**config.mk**
```make
export PLATFORM = sky130hd
export DESIGN_NAME = lras_mul
export DESIGN_NICKNAME = d
export VERILOG_FILES = /design/src/rtl/core/lras_pkg.sv /design/src/rtl/core/lras_mul.sv
export SDC_FILE = /design/constraint.sdc
export NUM_CORES = 2
export LEC_CHECK = 0
export BUFFER_PORTS_ARGS = -buffer_cell sky130_fd_sc_hd__buf_2
export CORE_MARGIN = 2
export CORE_UTILIZATION = 65
export DETAILED_ROUTE_END_ITERATION = 6
export HOLD_SLACK_MARGIN = 0.15
export PLACE_DENSITY_LB_ADDON = 0.12
export SLEW_MARGIN = 40
export SYNTH_ARGS = -nofsm -noshare
export SYNTH_HDL_FRONTEND = slang
export SYNTH_SLANG_ARGS = --single-unit
```
**constraint.sdc**
```tcl
create_clock -name clk -period 10.5 [get_ports clk]
set_clock_uncertainty 0.2 [all_clocks]
set_input_delay 2.1 -clock clk [delete_from_list [all_inputs] [get_ports clk]]
set_output_delay 2.1 -clock clk [all_outputs]
set_load 0.01 [all_outputs]
```
**src/rtl/core/lras_pkg.sv**
```systemverilog
// Shared types and constants for the lazy range-add/range-sum tree.
package lras_pkg;

  localparam int OPC_W = 2;
  localparam int BND_W = 11;
  localparam int VAL_W = 32;
  localparam int SUM_W = 64;
  localparam int IDX_W = 12;

  localparam logic [BND_W-1:0] USED_RST = 11'd1024;

  typedef enum logic [OPC_W-1:0] {
    OP_ADD    = 2'd0,
    OP_SUM    = 2'd1,
    OP_SEEK_R = 2'd2,
    OP_SEEK_L = 2'd3
  } lras_op_t;

endpackage

```
**src/rtl/core/lras_mul.sv**
```systemverilog
// Shared multiplier with registered product, low 64 bits kept.
module lras_mul #(
  parameter int BW = 12
) (
  input  logic                       clk,
  input  logic                       en_i,
  input  logic [lras_pkg::SUM_W-1:0] a_i,
  input  logic [BW-1:0]              b_i,
  output logic [lras_pkg::SUM_W-1:0] p_o
);
  import lras_pkg::*;

  logic [SUM_W+BW-1:0] full;
  logic [SUM_W-1:0]    p_r;

  assign full = a_i * b_i;

  always_ff @(posedge clk) begin
    if (en_i) begin
      p_r <= full[SUM_W-1:0];
    end
  end

  assign p_o = p_r;
endmodule

```
==> flow_summary.toml <==
[timing]
worst_slew_margin_rel_pct = 43.99
grt_setup_unrepaired = "no"
slew_viol_final = 0
min_period_ns = 8.979
tns_ns = 0
whs_ns = 2.005
worst_pin_slew_ns = 0.8362
hold_viol = 0
fmax_mhz = 111.4
setup_violations = 0
fin_crit_sh_pct = 85.52

[global_route]
grt_overflow = 0
grt_pass1_vias = 19160
antenna_found_initial = 8
grtUsageTotal_pct = 34.64
grt_first_pass_wirelength_um = 96450
grt_max_degree = 65

[routing]
drt_iter0_drc = 1325
wl_per_cell_um = 18.92
vias_per_cell = 5.766
routed-wl-met3_um = 5928
wl_um = 57950
wl_met1_um = 21540
drtAntennaViolNets = 0
met2WireLength_um = 26860
dr.pass1.iters = 6
drc = 0
top_layer = "met5"
vias = 17660

[worst_setup_path]
cp_slowest_stage_delay_ns = 0.73
cp_data_required_time_ns = 10.42
path_buf_inv = 3
arrival_ns = 8.90
criticalPathCategory = "in -> reg"
slowest_stage = "a31oi_1"
path_common_cell = "fa_1"
startpoint_type = "primary input"
cp_top_family = "adder cells"
critPathMaxFanout = 35
endpoint_kind = "register"
crit_path_cell_trace = "buf_2, buf_4, nand2_1, fa_1, fa_1, inv_1, fa_1, fa_1, fa_1, ha_1, a21oi_1, o21ai_0, nand3_1, o22ai_1, a31oi_1, o31ai_1, a211oi_1, o21bai_1, xor2_1"

[floorplan]
core_um2 = 34540
rows = 68
die_y_um = 191.3
dieArea_um2 = 36580
die_w_um = 191.3
ios = 142
initial_core_util_pct = 65.99

[hold_path]
worstHoldPathCells = 2
hold_end = "p_o[0]"
min_path_type = "in -> reg"
min-delay-start = "a_i[0]"

[logic_synthesis]
ys_warn_count = 0
syn_avg_cell_area_um2 = 8.822
ys_types = 64
synth_cells = 2584
synthesis.area_um2 = 22800
synth_edf_count = 64
synth_nets = 3302
synth-seq-cells = 64
synthFlopType = "edfxtp_1"
ys_seq_area_share_pct = 8.431
ys_async_sr_fraction_pct = 0

[finish]
fin_cells = 3062
seq_area_um2 = 1922
drive_gt1_share_pct = 7.299
multiInputGateArea_um2 = 18020
utilization_pct = 69.28
finalNetCount = 3316
n_fill_cell = 2861
largest_reg_flops = 64
area_growth_syn_to_layout_pct = 4.989

[clock_network]
cts_tree = "done"
numCtsBuffers = 9
cts_root_buffer = "clkbuf_16"
path_clk_slew_ns = 0.06
post_cts_resized = 0
cts_htree_levels = 3
clockBufferDepth = 2
cts_setup_buffers = 0
cts_hold_buf = 0
cts_num_sinks = 64

[place]
port_buffers = 141
gp_congestion = 0.9332
placed_cells = 3042
hpwl_um = 46340

[job]
drv_cap = 0

[outcome]
status = "completed"
-- per-stage QoR --
stage	cell area (µm²)	setup WS [ns]
floorplan	22800	2.438
global placement	23640	1.317
detailed placement	23650	1.320
CTS	23920	1.663
global route	23930	1.326
finish	23930	1.521
-- Yosys cell counts, types with 6 or more instances --
cell      number  area [µm²]
o21ai_1        6       30.03
o21ai_0       29       145.1
nand4_1       14       87.58
a31oi_1       11       68.82
nand2_1      569        2136
a21oi_1       62       310.3
o21bai_1      15       112.6
ha_1          81        1013
and2_1       185        1157
clkbuf_1     148       555.5
and3_1         6       37.54
a21o_1        25       187.7
fa_1         559       11190
a211oi_1       6       45.04
o21a_1         6       45.04
xnor2_1       57       499.2
xor2_1        19       166.4
nor2_1        31       116.4
edfxtp_1      64        1922
inv_1        596        2237
nand3_1       15       75.07
-- final cells by class --
type / instances / area share (%)
Multi-Input combinational cell: 1765 / 75.31
Inverter: 596 / 9.348
Sequential cell: 64 / 8.030
Timing Repair Buffer: 162 / 3.748
Tap cell: 455 / 2.379
Clock buffer: 9 / 0.9410
Clock inverter: 7 / 0.2039
Antenna cell: 4 / 0.04182
-- kinds of logic after synthesis --
| family | after synthesis | share of synthesized area (%) |
|---|---|---|
| flops | 64 | 8.431 |
| compound gates | 199 | 5.818 |
| xor+xnor | 76 | 2.920 |
| simple gates | 850 | 16.79 |
| buf+inv | 755 | 12.50 |
| fa+ha+maj | 640 | 53.54 |
-- worst max path at each step --
| stage | from | to | depth (start not counted) |
|---|---|---|---|
| 2_1_floorplan | b_i[5] | p_o[48] | 24 |
| 3_3_place_gp | b_i[6] | p_o[60] | 20 |
| 3_5_place_dp | b_i[7] | p_o[59] | 19 |
| 4_1_cts | b_i[7] | p_o[60] | 19 |
| 5_1_grt | b_i[7] | p_o[60] | 19 |
| 6_report | b_i[7] | p_o[59] | 19 |
-- per-layer routing --
layer  vias to the layer above  GRT usage [%]
met5                         -              0
met4                         8          20.03
met3                       186          6.921
met2                      1014          54.53
met1                      8893          45.02
li1                       7554              -
-- cell usage in the layout (no fill, tap or decap), types with 14 or more instances in the layout --
cell type	instances
buf_2	139
and2_1	185
xnor2_1	57
nand3_1	15
inv_1	596
xor2_1	19
o21bai_1	15
a21o_1	25
ha_1	81
buf_4	20
edfxtp_1	64
fa_1	559
nand2_1	569
nor2_1	31
nand4_1	14
a21oi_1	62
o21ai_0	28
Power is not shown: default switching activity piles up to over one toggle a cycle in this logic, so the estimate is an artifact.
